===== src/stack_slot_span_allocator_unit_defines.svh =====
// Assertion macros shared by the span allocator RTL.
// Included by the files that carry concurrent checks; depends on nothing.
`ifndef STACK_SLOT_SPAN_ALLOCATOR_UNIT_DEFINES_SVH
`define STACK_SLOT_SPAN_ALLOCATOR_UNIT_DEFINES_SVH

// The consequent must hold in the same cycle as the antecedent.
`define SSSA_ASSERT_HOLD(label, clk, rstn, ante, cons) \
    label: assert property (@(posedge clk) disable iff (!rstn) (ante) |-> (cons)) \
        else $error("span allocator check failed");

// The consequent must hold in the cycle after the antecedent.
`define SSSA_ASSERT_NEXT(label, clk, rstn, ante, cons) \
    label: assert property (@(posedge clk) disable iff (!rstn) (ante) |=> (cons)) \
        else $error("span allocator check failed");

`endif


===== src/sssa_pkg.sv =====
// Shared types and constants of the stack slot span allocator.
// No dependencies; imported by every module of the block.
package sssa_pkg;

    // Fixed field widths.
    localparam int SIZE_W = 8;
    localparam int SLOT_W = 12;
    localparam int STAT_W = 2;
    // A rounded request stays below 512 bytes (255 plus at most GRANULE_BYTES - 1).
    localparam int NEED_W = 9;

    // Parameter defaults.
    localparam int SPAN_BYTES_DEF    = 64;
    localparam int GRANULE_BYTES_DEF = 4;
    localparam int POINTER_BYTES_DEF = 8;
    localparam int SLOT_BASE_DEF     = 0;
    localparam int MAX_SPANS_DEF     = 32;

    // Result status codes.
    typedef enum logic [STAT_W-1:0] {
        STAT_OK      = 2'd0,
        STAT_TOO_BIG = 2'd1,
        STAT_LIMIT   = 2'd2
    } sssa_stat_t;

    // Sequencer states.
    typedef enum logic [2:0] {
        ST_IDLE,
        ST_RND,
        ST_NEED,
        ST_LOAD,
        ST_WALK,
        ST_FIT,
        ST_DONE
    } sssa_state_t;

    // Conditions reported by the datapath to the sequencer.
    typedef struct packed {
        logic in_fire;
        logic oversize;
        logic walk_more;
        logic need_new;
        logic at_limit;
        logic out_free;
    } sssa_flags_t;

    // Controls driven by the sequencer into the datapath.
    typedef struct packed {
        logic       in_ready;
        logic       load_walk;
        logic       walk_step;
        logic       commit;
        logic       res_load;
        sssa_stat_t res_stat;
        logic       out_load;
    } sssa_ctrl_t;

endpackage


===== src/sssa_round.sv =====
// Two-stage unit that rounds a plain request size up to the granule.
// Depends on sssa_pkg; the quotient uses a constant reciprocal multiply.
module sssa_round #(
    parameter int GRANULE_BYTES = sssa_pkg::GRANULE_BYTES_DEF
) (
    input  logic                        aclk,
    input  logic [sssa_pkg::SIZE_W-1:0] size_i,
    output logic [sssa_pkg::NEED_W-1:0] need_o
);
    import sssa_pkg::*;

    // Reciprocal with 24 fractional bits is exact for dividends below 4096.
    localparam int RSH    = 24;
    localparam int RECIP  = ((1 << RSH) + GRANULE_BYTES - 1) / GRANULE_BYTES;
    localparam int RCP_W  = RSH + 1;
    localparam int PROD_W = NEED_W + RCP_W;
    localparam int GRAN_W = $clog2(GRANULE_BYTES + 1);
    localparam int MUL_W  = NEED_W + GRAN_W;

    logic [NEED_W-1:0] dividend;
    logic [PROD_W-1:0] quot_prod;
    logic [NEED_W-1:0] quot_next;
    logic [NEED_W-1:0] quot_reg;
    logic [MUL_W-1:0]  need_prod;
    logic [NEED_W-1:0] need_next;
    logic [NEED_W-1:0] need_reg;

    // First stage: ceiling quotient by the granule.
    always_comb begin
        dividend  = NEED_W'(size_i) + NEED_W'(GRANULE_BYTES - 1);
        quot_prod = PROD_W'(dividend) * PROD_W'(RECIP);
        quot_next = quot_prod[RSH +: NEED_W];
    end

    // Second stage: scale the quotient back to bytes.
    always_comb begin
        need_prod = MUL_W'(quot_reg) * MUL_W'(GRANULE_BYTES);
        need_next = need_prod[NEED_W-1:0];
    end

    always_ff @(posedge aclk) begin
        quot_reg <= quot_next;
        need_reg <= need_next;
    end

    assign need_o = need_reg;

endmodule


===== src/sssa_ctrl.sv =====
// Sequencer of the span allocator: accept, round, walk spans, fit, deliver.
// Depends on sssa_pkg for the state type and the flag and control structs.
module sssa_ctrl (
    input  logic                  aclk,
    input  logic                  aresetn,
    input  sssa_pkg::sssa_flags_t flags_i,
    output sssa_pkg::sssa_ctrl_t  ctrl_o
);
    import sssa_pkg::*;

    sssa_state_t state_reg;
    sssa_state_t state_next;

    // Next-state logic.
    always_comb begin
        state_next = state_reg;
        case (state_reg)
            ST_IDLE: begin
                if (flags_i.in_fire) begin
                    state_next = ST_RND;
                end
            end
            ST_RND:  state_next = ST_NEED;
            ST_NEED: state_next = ST_LOAD;
            ST_LOAD: begin
                if (flags_i.oversize) begin
                    state_next = ST_DONE;
                end else begin
                    state_next = ST_WALK;
                end
            end
            ST_WALK: begin
                if (!flags_i.walk_more) begin
                    state_next = ST_FIT;
                end
            end
            ST_FIT:  state_next = ST_DONE;
            ST_DONE: begin
                if (flags_i.out_free) begin
                    state_next = ST_IDLE;
                end
            end
            default: state_next = ST_IDLE;
        endcase
    end

    // Output decode.
    always_comb begin
        ctrl_o          = '0;
        ctrl_o.res_stat = STAT_OK;
        case (state_reg)
            ST_IDLE: ctrl_o.in_ready = 1'b1;
            ST_LOAD: begin
                if (flags_i.oversize) begin
                    ctrl_o.res_load = 1'b1;
                    ctrl_o.res_stat = STAT_TOO_BIG;
                end else begin
                    ctrl_o.load_walk = 1'b1;
                end
            end
            ST_WALK: ctrl_o.walk_step = flags_i.walk_more;
            ST_FIT: begin
                ctrl_o.res_load = 1'b1;
                if (flags_i.need_new && flags_i.at_limit) begin
                    ctrl_o.res_stat = STAT_LIMIT;
                end else begin
                    ctrl_o.commit = 1'b1;
                end
            end
            ST_DONE: ctrl_o.out_load = flags_i.out_free;
            default: ctrl_o = '0;
        endcase
    end

    always_ff @(posedge aclk) begin
        if (!aresetn) begin
            state_reg <= ST_IDLE;
        end else begin
            state_reg <= state_next;
        end
    end

endmodule


===== src/stack_slot_span_allocator_unit.sv =====
// Top level of the stack slot span allocator: pointers, span map, walker, output.
// Depends on sssa_pkg, sssa_round, sssa_ctrl and the assertion macro header.
`include "stack_slot_span_allocator_unit_defines.svh"

// Reserves frame slots from two bump pointers, one for plain data and one for
// references, over storage cut into SPAN_BYTES spans. Each request is one
// transfer on the s_ side and yields exactly one transfer on the m_ side with
// the end offset of the slot plus SLOT_BASE and a status. One request is in
// work at a time: s_tready is high only while the sequencer is idle. A request
// passes through RND, NEED, LOAD, WALK, FIT and DONE before the next possible
// input transfer, and stays in WALK while the pointer walks past spans of the
// other kind; the walker advances one span per cycle. An oversized request goes
// from LOAD straight to DONE. RND and NEED cover the registered reciprocal
// multiply that rounds a plain size up to the granule. The result sits in an
// output register, so the sequencer returns to idle once it is loaded there.
module stack_slot_span_allocator_unit #(
    parameter int SPAN_BYTES    = sssa_pkg::SPAN_BYTES_DEF,
    parameter int GRANULE_BYTES = sssa_pkg::GRANULE_BYTES_DEF,
    parameter int POINTER_BYTES = sssa_pkg::POINTER_BYTES_DEF,
    parameter int SLOT_BASE     = sssa_pkg::SLOT_BASE_DEF,
    parameter int MAX_SPANS     = sssa_pkg::MAX_SPANS_DEF
) (
    input  logic        aclk,
    input  logic        aresetn,
    // Request channel.
    input  logic        s_tvalid,
    output logic        s_tready,
    input  logic [7:0]  s_tdata,   // [7:0] size
    input  logic        s_tuser,   // [0] op (1 = reference slot)
    // Result channel.
    output logic        m_tvalid,
    input  logic        m_tready,
    output logic [15:0] m_tdata,   // [11:0] slot_offset, [15:12] zero
    output logic [1:0]  m_tuser    // [1:0] status
);
    import sssa_pkg::*;

    localparam int LVL_W = $clog2(MAX_SPANS * SPAN_BYTES + 1);
    localparam int CNT_W = $clog2(MAX_SPANS + 1);
    localparam int IDX_W = (MAX_SPANS > 1) ? $clog2(MAX_SPANS) : 1;
    localparam int OFF_W = $clog2(SPAN_BYTES + 1);
    localparam int SUM_W = ((OFF_W > NEED_W) ? OFF_W : NEED_W) + 1;
    localparam int RES_W = ((LVL_W > SLOT_W) ? LVL_W : SLOT_W) + 1;
    localparam logic [SUM_W-1:0] SPAN_S = SUM_W'(SPAN_BYTES);
    localparam logic [LVL_W-1:0] SPAN_L = LVL_W'(SPAN_BYTES);

    sssa_flags_t flags;
    sssa_ctrl_t  ctl;

    // Request capture.
    logic              op_reg;
    logic [SIZE_W-1:0] size_reg;
    logic [NEED_W-1:0] rnd_need;
    logic [NEED_W-1:0] need;

    // Allocator state: each pointer kept as level, span index and offset.
    logic [LVL_W-1:0]     plain_lvl_reg;
    logic [CNT_W-1:0]     plain_idx_reg;
    logic [OFF_W-1:0]     plain_off_reg;
    logic [LVL_W-1:0]     ref_lvl_reg;
    logic [CNT_W-1:0]     ref_idx_reg;
    logic [OFF_W-1:0]     ref_off_reg;
    logic [CNT_W-1:0]     count_reg;
    logic [LVL_W-1:0]     end_reg;
    logic [MAX_SPANS-1:0] map_reg;

    // Span walker.
    logic [LVL_W-1:0] w_lvl_reg;
    logic [CNT_W-1:0] w_idx_reg;
    logic [OFF_W-1:0] w_off_reg;

    // Working span count and end, with the first span opened when none is.
    logic [CNT_W-1:0] wc;
    logic [LVL_W-1:0] we;

    // Commit values.
    logic [LVL_W-1:0] base_lvl;
    logic [CNT_W-1:0] base_idx;
    logic [OFF_W-1:0] base_off;
    logic [SUM_W-1:0] fit_sum;
    logic [SUM_W-1:0] off_sum;
    logic             wrap;
    logic [LVL_W-1:0] lvl_next;
    logic [CNT_W-1:0] idx_next;
    logic [OFF_W-1:0] off_next;
    logic [CNT_W-1:0] count_next;
    logic [LVL_W-1:0] end_next;
    logic [RES_W-1:0] slot_sum;

    // Result and output registers.
    logic [SLOT_W-1:0] res_slot_reg;
    sssa_stat_t        res_stat_reg;
    logic              m_valid_reg;
    logic [SLOT_W-1:0] m_slot_reg;
    sssa_stat_t        m_stat_reg;

    sssa_round #(
        .GRANULE_BYTES(GRANULE_BYTES)
    ) u_round (
        .aclk  (aclk),
        .size_i(size_reg),
        .need_o(rnd_need)
    );

    sssa_ctrl u_ctrl (
        .aclk   (aclk),
        .aresetn(aresetn),
        .flags_i(flags),
        .ctrl_o (ctl)
    );

    // Request size in bytes and the working span bounds.
    always_comb begin
        need = op_reg ? NEED_W'(POINTER_BYTES) : rnd_need;
        wc   = (count_reg == '0) ? CNT_W'(1) : count_reg;
        we   = (count_reg == '0) ? SPAN_L : end_reg;
    end

    // Fit check and the pointer values written on commit.
    always_comb begin
        fit_sum    = SUM_W'(w_off_reg) + SUM_W'(need);
        base_lvl   = flags.need_new ? we : w_lvl_reg;
        base_idx   = flags.need_new ? wc : w_idx_reg;
        base_off   = flags.need_new ? '0 : w_off_reg;
        off_sum    = SUM_W'(base_off) + SUM_W'(need);
        wrap       = (off_sum == SPAN_S);
        lvl_next   = base_lvl + LVL_W'(need);
        idx_next   = base_idx + CNT_W'(wrap);
        off_next   = wrap ? '0 : off_sum[OFF_W-1:0];
        count_next = wc + CNT_W'(flags.need_new);
        end_next   = flags.need_new ? (we + SPAN_L) : we;
        slot_sum   = RES_W'(lvl_next) + RES_W'(SLOT_BASE);
    end

    // Conditions for the sequencer.
    always_comb begin
        flags.in_fire   = s_tvalid && ctl.in_ready;
        flags.oversize  = SUM_W'(need) > SPAN_S;
        flags.walk_more = (w_idx_reg < wc) && (map_reg[w_idx_reg[IDX_W-1:0]] != op_reg);
        flags.need_new  = (w_idx_reg >= wc) || (fit_sum > SPAN_S);
        flags.at_limit  = wc >= CNT_W'(MAX_SPANS);
        flags.out_free  = !m_valid_reg || m_tready;
    end

    // Request capture on the input transfer.
    always_ff @(posedge aclk) begin
        if (flags.in_fire) begin
            op_reg   <= s_tuser;
            size_reg <= s_tdata;
        end
    end

    // Span walker: load from the selected pointer, then step one span a cycle.
    always_ff @(posedge aclk) begin
        if (ctl.load_walk) begin
            w_lvl_reg <= op_reg ? ref_lvl_reg : plain_lvl_reg;
            w_idx_reg <= op_reg ? ref_idx_reg : plain_idx_reg;
            w_off_reg <= op_reg ? ref_off_reg : plain_off_reg;
        end else if (ctl.walk_step) begin
            w_lvl_reg <= w_lvl_reg + SPAN_L;
            w_idx_reg <= w_idx_reg + CNT_W'(1);
        end
    end

    // Allocator state, updated only by a successful request.
    always_ff @(posedge aclk) begin
        if (!aresetn) begin
            plain_lvl_reg <= '0;
            plain_idx_reg <= '0;
            plain_off_reg <= '0;
            ref_lvl_reg   <= '0;
            ref_idx_reg   <= '0;
            ref_off_reg   <= '0;
            count_reg     <= '0;
            end_reg       <= '0;
            map_reg       <= '0;
        end else if (ctl.commit) begin
            if (op_reg) begin
                ref_lvl_reg <= lvl_next;
                ref_idx_reg <= idx_next;
                ref_off_reg <= off_next;
            end else begin
                plain_lvl_reg <= lvl_next;
                plain_idx_reg <= idx_next;
                plain_off_reg <= off_next;
            end
            count_reg <= count_next;
            end_reg   <= end_next;
            if (flags.need_new) begin
                map_reg[wc[IDX_W-1:0]] <= op_reg;
            end
        end
    end

    // Result holding register; a failed request reports offset zero.
    always_ff @(posedge aclk) begin
        if (ctl.res_load) begin
            res_stat_reg <= ctl.res_stat;
            res_slot_reg <= ctl.commit ? slot_sum[SLOT_W-1:0] : '0;
        end
    end

    // Output register of the result channel.
    always_ff @(posedge aclk) begin
        if (!aresetn) begin
            m_valid_reg <= 1'b0;
        end else if (ctl.out_load) begin
            m_valid_reg <= 1'b1;
        end else if (m_tready) begin
            m_valid_reg <= 1'b0;
        end
    end

    always_ff @(posedge aclk) begin
        if (ctl.out_load) begin
            m_slot_reg <= res_slot_reg;
            m_stat_reg <= res_stat_reg;
        end
    end

    assign s_tready = ctl.in_ready;
    assign m_tvalid = m_valid_reg;
    assign m_tdata  = {{(16 - SLOT_W){1'b0}}, m_slot_reg};
    assign m_tuser  = m_stat_reg;

    // The span count never passes the limit.
    `SSSA_ASSERT_HOLD(a_count_max, aclk, aresetn, 1'b1, count_reg <= CNT_W'(MAX_SPANS))
    // Both pointers stay within the spans opened so far.
    `SSSA_ASSERT_HOLD(a_idx_open, aclk, aresetn, 1'b1, (plain_idx_reg <= count_reg) && (ref_idx_reg <= count_reg))
    // A request is not followed by another input transfer in the next cycle.
    `SSSA_ASSERT_NEXT(a_one_item, aclk, aresetn, s_tvalid && s_tready, !s_tready)
    // A failed request leaves the allocator state untouched.
    `SSSA_ASSERT_NEXT(a_fail_keeps, aclk, aresetn, ctl.res_load && !ctl.commit, $stable(count_reg) && $stable(map_reg))

endmodule

===== config.mk =====
export PLATFORM = sky130hd
export DESIGN_NAME = stack_slot_span_allocator_unit
export DESIGN_NICKNAME = d
export VERILOG_FILES = /design/src/sssa_pkg.sv /design/src/sssa_round.sv /design/src/sssa_ctrl.sv /design/src/stack_slot_span_allocator_unit.sv
export VERILOG_INCLUDE_DIRS = /design/src /design/src/src
export SDC_FILE = /design/constraint.sdc
export NUM_CORES = 1
export LEC_CHECK = 0
export BUFFER_PORTS_ARGS = -buffer_cell sky130_fd_sc_hd__buf_2
export CAP_MARGIN = 15
export CORE_UTILIZATION = 65
export CTS_BUF_LIST = sky130_fd_sc_hd__clkbuf_4 sky130_fd_sc_hd__clkbuf_8 sky130_fd_sc_hd__clkbuf_16
export CTS_CLUSTER_SIZE = 30
export DETAILED_ROUTE_END_ITERATION = 8
export PLACE_DENSITY = 0.83
export SLEW_MARGIN = 30
export SYNTH_ARGS = -nofsm -noshare
export SYNTH_HDL_FRONTEND = slang
export SYNTH_SLANG_ARGS = --single-unit

===== constraint.sdc =====
create_clock -name aclk -period 19.83 [get_ports aclk]
set_input_delay 1.983 -clock aclk [delete_from_list [all_inputs] [get_ports aclk]]
set_output_delay 1.983 -clock aclk [all_outputs]
set_load 0.02 [all_outputs]

# Word level (Yosys, flattened, before mapping)
# Index checks and enable logic that the tools add are counted.
# op_classes
muxes	37
n_reduce_logical	15
n_eq_ne	11
bitwise_logic	1
add_sub_neg	9
n_lt_le_gt_ge	8
# ops
operator	n
$mux W12	6
$bwmux W32	1
$mux W6	5
$add A12 B7 Y12 const B	2
$mux W7	3
$pmux W3 S7	1
$add A7 B9 Y10	2
$add A12 B9 Y12	1
$add A6 B1 Y6	2
$lt A5 B6 Y1 const B	2
$mux W3	4
$mux W1	11
$eq A10 B7 Y1 const B	1
$gt A10 B7 Y1 const B	1
$add A8 B2 Y9 const B	1
$eq A3 B3 Y1 const B	3
$gt A9 B7 Y1 const B	1
$mux W9	1
$add A6 B1 Y6 const B	1
$eq A3 B2 Y1 const B	2
$ge A6 B6 Y1	1
$ge A6 B6 Y1 const B	1
$logic_not A6 Y1	1
$lt A6 B6 Y1	1
17 further kinds	26
# totals
regBits	180
input_bits	13
output_inout_bits	20
wordCells	103

# Logic depth before layout (Yosys ltp)
# logic_depth
ltp_word	8
mapped_depth	30

# Cells and area by module
# A second synthesis with hierarchy kept.
# hier_totals
hier_cells	992
hier_area_um2	9342.7
# by_module_without_submodules
mod	cells_per_inst	seq_area_each_um2	n_inst	area_per_inst_um2
stack_slot_span_allocator_unit	933	3883.7	1	8685.8
sssa_round	30	280.3	1	405.4
sssa_ctrl	29	60.1	1	251.5

# Worst setup path before layout
# OpenSTA, ideal clock, no wires.
# synth_timing
kind	reg2reg
startpoint	register op_reg
endpoint	register plain_idx_reg[4]
path_buffers	4
arrival_ns	6.543
setup_ns	0.128
path_stages_with_launch	29
t_required_ns	19.702
slack_ns	13.159
cell_sequence	edfxtp_1 > clkbuf_1 > buf_1 > buf_1 > nor2b_1 > ha_1 > fa_1 > nor2b_1 > maj3_1 > a21oi_1 > o22a_1 > clkbuf_1 > and3_1 > ha_1 > fa_1 > or3_1 > nor3_1 > o31ai_1 > o31ai_1 > o211ai_1 > a221oi_2 > ha_1 > ha_1 > nand3_1 > xnor2_1 > mux2i_1 > nor2_1 > a21oi_1 > nor2_1
# synth_via
elab_chain_len	8
elab_cells_between_ends	14
cone_classes	add/sub: 3; order compare: 1; eq/ne: 1; mux: 5; bitwise: 1; reduce/logical: 3
# synth_lines
item	line	text
start, declared	stack_slot_span_allocator_unit.sv:51	logic op_reg;
start signal, assigned	stack_slot_span_allocator_unit.sv:148	op_reg <= s_tuser;
$mux W9	stack_slot_span_allocator_unit.sv:114	need = op_reg ? NEED_W'(POINTER_BYTES) : rnd_need;
$add A7 B9 Y10	stack_slot_span_allocator_unit.sv:121	fit_sum = SUM_W'(w_off_reg) + SUM_W'(need);
$gt A10 B7 Y1	stack_slot_span_allocator_unit.sv:140	flags.need_new = (w_idx_reg >= wc) || (fit_sum > SPAN_S);
$logic_or A1 B1 Y1	stack_slot_span_allocator_unit.sv:140	
$mux W7 / $logic_and A1 B1 Y1 (equally long branches)	stack_slot_span_allocator_unit.sv:124, sssa_ctrl.sv:64	
$add A7 B9 Y10 / $mux W1 (equally long branches)	stack_slot_span_allocator_unit.sv:125, sssa_ctrl.sv:64	
$eq A10 B7 Y1 / $mux W1 (equally long branches)	stack_slot_span_allocator_unit.sv:126, sssa_ctrl.sv:51	
$add A6 B1 Y6 / $reduce_and A2 Y1 (equally long branches)	-	
end signal, assigned	stack_slot_span_allocator_unit.sv:184	plain_idx_reg <= idx_next;
end, declared	stack_slot_span_allocator_unit.sv:58	logic [CNT_W-1:0] plain_idx_reg;
# Several ways; a longest one is shown, not always the timed one.
# A chain may end at the register's enable or synchronous reset.

# Worst setup path in the final report
# layout_timing
startpoint	register op_reg
endpoint	register ref_idx_reg[4]
# layout_via
elab_chain_len	8
elab_cells_between_ends	13
cone_classes	add/sub: 3; order compare: 1; eq/ne: 1; mux: 5; reduce/logical: 3
# layout_lines
item	line	text
$mux W9	stack_slot_span_allocator_unit.sv:114	
$add A7 B9 Y10	stack_slot_span_allocator_unit.sv:121	
$gt A10 B7 Y1	stack_slot_span_allocator_unit.sv:140	
$logic_or A1 B1 Y1	stack_slot_span_allocator_unit.sv:140	
$mux W7 / $logic_and A1 B1 Y1 (equally long branches)	stack_slot_span_allocator_unit.sv:124, sssa_ctrl.sv:64	
$add A7 B9 Y10 / $mux W1 (equally long branches)	stack_slot_span_allocator_unit.sv:125, sssa_ctrl.sv:64	
$eq A10 B7 Y1 / $mux W1 (equally long branches)	stack_slot_span_allocator_unit.sv:126, sssa_ctrl.sv:51	
$add A6 B1 Y6 / $reduce_and A2 Y1 (equally long branches)	-	
end signal, assigned	stack_slot_span_allocator_unit.sv:180	ref_idx_reg <= idx_next;
end, declared	stack_slot_span_allocator_unit.sv:61	logic [CNT_W-1:0] ref_idx_reg;
# Several ways; a longest one is shown, not always the timed one.

==> flow_metrics.py <==
metrics = {
    "outcome": {
        "run_status": "completed",
    },
    "min_path": {
        "min_path_type": "reg -> reg",
        "hp-start": "u_round.quot_reg[2]$_DFF_P_",
    },
    "worst_setup_path": {
        "crit_path_start": "op_reg$_DFFE_PP_",
        "end_kind": "flop",
        "regToRegStartpoint": "op_reg$_DFFE_PP_",
        "crit_path_max_fanout": 79,
        "crit_type": "reg -> reg",
        "cp.arrival_ns": 7.36,
        "crit_required_ns": 20.13,
        "cp-start-kind": "flop",
    },
    "cts": {
        "post_cts_resized": 0,
        "cts-root-buf": "clkbuf_16",
        "htree_num_levels": 4,
        "cts_buffer_depth": 2,
        "cts_hold_buf": 0,
        "cts_setup_buffers": 0,
        "clock_latency_ns": 0.44,
        "tritoncts_num_sinks": 180,
        "cts_buffers": 17,
        "clk_pin_slew_ns": 0.06,
        "cts_tree": "yes",
    },
    "placement": {
        "port_buffers": 28,
        "gp_congestion": 0.955,
        "place_inst": 1103,
        "dp_hpwl_mm": 13.6,
    },
    "grt": {
        "overflow": 0,
        "grt_max_degree": 95,
        "grt_pass1_wl_mm": 33.6,
        "antenna_found_initial": 0,
        "grt_usage_pct": 30.7,
        "grt_pass1_vias": 6650,
    },
    "synthesis": {
        "async_flop_share_pct": 0,
        "synthesis.area_sq_um": 8900,
        "synth.yosys.seq_area_share_pct": 47.5,
        "synth_cells": 954,
        "syn_area_per_cell_sq_um": 9.33,
        "ys_ff_latch": 180,
        "synthFlopType": "dfxtp_1",
        "ys_types": 71,
        "synth-edff-count": 62,
        "synth_warnings": 0,
    },
    "timing": {
        "fmax_mhz": 142,
        "setup_viol": 0,
        "setup-tns-final_ns": 0,
        "finalHoldViolations": 0,
        "finalCritPeriodShare_pct": 35.6,
        "slew_viol_final": 0,
        "rsz0062_at_grt": "no",
        "relSlewSlack_pct": 35.5,
        "fin_crit_ns": 7.06,
        "worst_pin_slew_ns": 0.968,
        "skew_ns": 0.00701,
    },
    "detailed_routing": {
        "drt-initial-drc-count": 729,
        "viasPerCell": 6.09,
        "vias": 6914,
        "drc": 0,
        "drt-total-wl_mm": 20.8,
        "dr.pass1.iters": 5,
        "ant_nets": 0,
        "wl_per_cell_um": 18.3,
    },
    "finish": {
        "largest_reg_flops": 32,
        "final_net_count": 989,
        "drive_gt1_share_pct": 11.3,
        "syn2layout_area_growth_pct": 8.34,
        "final_cell_count_no_fill": 1136,
    },
    "power_and_ir_drop": {
        "p_leak_nw": 3.63,
        "power_density_nw_per_um2": 82.3,
        "peakVddDrop_mv": 0.0999,
    },
    "flow_run": {
        "cap_violations": 0,
    },
    "die": {
        "start_util_pct": 66.9,
        "row_count": 42,
        "design.core.area_sq_um": 13300,
        "die_x_um": 119,
        "die_h_um": 119,
        "ios": 33,
        "die-area_sq_um": 14200,
    },
}
[per-layer routing]
layer | part of all wire (%) | track usage [%] | wire length [um] | up-vias
met1 | 44 | 40.7 | 9060 | 3269
met3 | 6.9 | 6.32 | 1440 | 50
met5 | 0 | 0 | 0 | -
li1 | - | - | - | 3329
met2 | 47 | 48.1 | 9740 | 266
met4 | 2.7 | 14.2 | 567 | 0
[worst paths after layout]
kind | endpoint | slack [ns] | depth (start not counted)
worst max-delay path | ref_idx_reg[4]$_SDFFE_PN0P_ | 12.77 | 25
worst min-delay path | u_round.need_o[4]$_DFF_P_ | 0.33 | 0
worst max register to register | ref_idx_reg[4]$_SDFFE_PN0P_ | 12.77 | 25
worst min register to register | u_round.need_o[4]$_DFF_P_ | 0.33 | 0
[per-stage QoR]
stage | area, sq um | total power, mW | util (%) | hold slack, ns | worst slack, ns
2_1_floorplan | 8910 | 0.459 | - | 0.310 | 13.16
3_3_place_gp | 9040 | 0.476 | 68.0 | 0.312 | 13.08
3_5_place_dp | 9060 | 0.478 | 68.2 | 0.312 | 12.83
4_1_cts | 9630 | 0.794 | 72.4 | 0.327 | 12.83
5_1_grt | 9640 | 0.820 | 72.5 | 0.328 | 12.32
6_report | 9640 | 0.794 | 72.5 | 0.327 | 12.77
[critical path, stage by stage (launching register included)]
cell and delay (ns):
edfxtp_1 0.33, buf_4 0.71, nor2b_1 0.22, ha_1 0.28
fa_1 0.41, nor2b_1 0.18, maj3_1 0.36, a21oi_1 0.22
o22a_1 0.51, and3_1 0.24, ha_1 0.23, fa_1 0.50
or3_1 0.42, nor3_1 0.20, o31ai_1 0.12, o31ai_1 0.27
o211ai_1 0.14, a221oi_2 0.34, ha_1 0.24, ha_1 0.21
nand3_1 0.11, xnor2_1 0.15, mux2i_1 0.23, nor2_1 0.08
a21oi_1 0.15, nor2_1 0.06
[final cells by class]
type / instances / area [sq um]
tap: 176 / 220
inverter: 27 / 101
fill: 1004 / 3650
timing repair buffer: 35 / 196
antenna: 1 / 2.50
clock inverter: 10 / 82.6
multi-input combinational: 685 / 4330
clock buffer: 22 / 482
sequential: 180 / 4220
[cells in the final DEF, fill, tap and decap left out, types with 17 or more instances in the layout]
| cell | synthesis | final |
|---|---|---|
| ha_1 | 27 | 27 |
| xnor2_1 | 18 | 18 |
| a21oi_1 | 89 | 89 |
| and3_1 | 19 | 18 |
| o21ai_0 | 23 | 23 |
| clkbuf_16 | 0 | 17 |
| nand2_1 | 142 | 142 |
| nor3_1 | 32 | 28 |
| nor2_1 | 93 | 93 |
| inv_1 | 22 | 21 |
| dfxtp_1 | 118 | 118 |
| nor2b_1 | 18 | 18 |
| edfxtp_1 | 62 | 62 |
| buf_2 | 6 | 28 |
| nand3_1 | 35 | 34 |
| mux2i_1 | 36 | 36 |
| a211oi_1 | 21 | 21 |
[cells by family after synthesis]
| kind of cell | share of synthesized area, % |
|---|---|
| xor+xnor | 3.15 |
| fa+ha+maj | 4.82 |
| compound gates | 12.5 |
| simple gates | 20.0 |
| flops | 47.5 |
| buf+inv | 4.43 |
| other cells | 0.0421 |
| mux | 7.59 |
[cell usage after synthesis, types with 4 or more instances]
cell | count | area (sq um)
mux4_2 | 10 | 225
a211oi_1 | 21 | 158
buf_1 | 5 | 18.8
nor2_1 | 93 | 349
inv_1 | 22 | 82.6
ha_1 | 27 | 338
and3_1 | 19 | 119
mux2i_1 | 36 | 360
buf_4 | 7 | 52.6
dfxtp_1 | 118 | 2360
nand2b_1 | 6 | 37.5
or3_1 | 5 | 31.3
nand3_1 | 35 | 175
buf_2 | 6 | 30.0
o31ai_1 | 5 | 37.5
and2_1 | 12 | 75.1
clkbuf_1 | 45 | 169
mux2_2 | 8 | 90.1
nor2b_1 | 18 | 113
xor2_1 | 14 | 123
o21a_1 | 4 | 30.0
a21oi_1 | 89 | 445
o21ai_0 | 23 | 115
xnor2_1 | 18 | 158
nand4_1 | 8 | 50.1
nand2_1 | 142 | 533
nor3_1 | 32 | 160
edfxtp_1 | 62 | 1860
[power by group]
part           internal (mW)  total [mW]  switching (mW)  leakage (nW)
combinational         0.0237      0.0734          0.0497          1.83
clock                  0.184       0.322           0.138         0.273
sequential             0.391       0.398         0.00759          1.53
total                  0.598       0.794           0.196          3.63
Note: power is estimated with default switching activity, not from simulation.
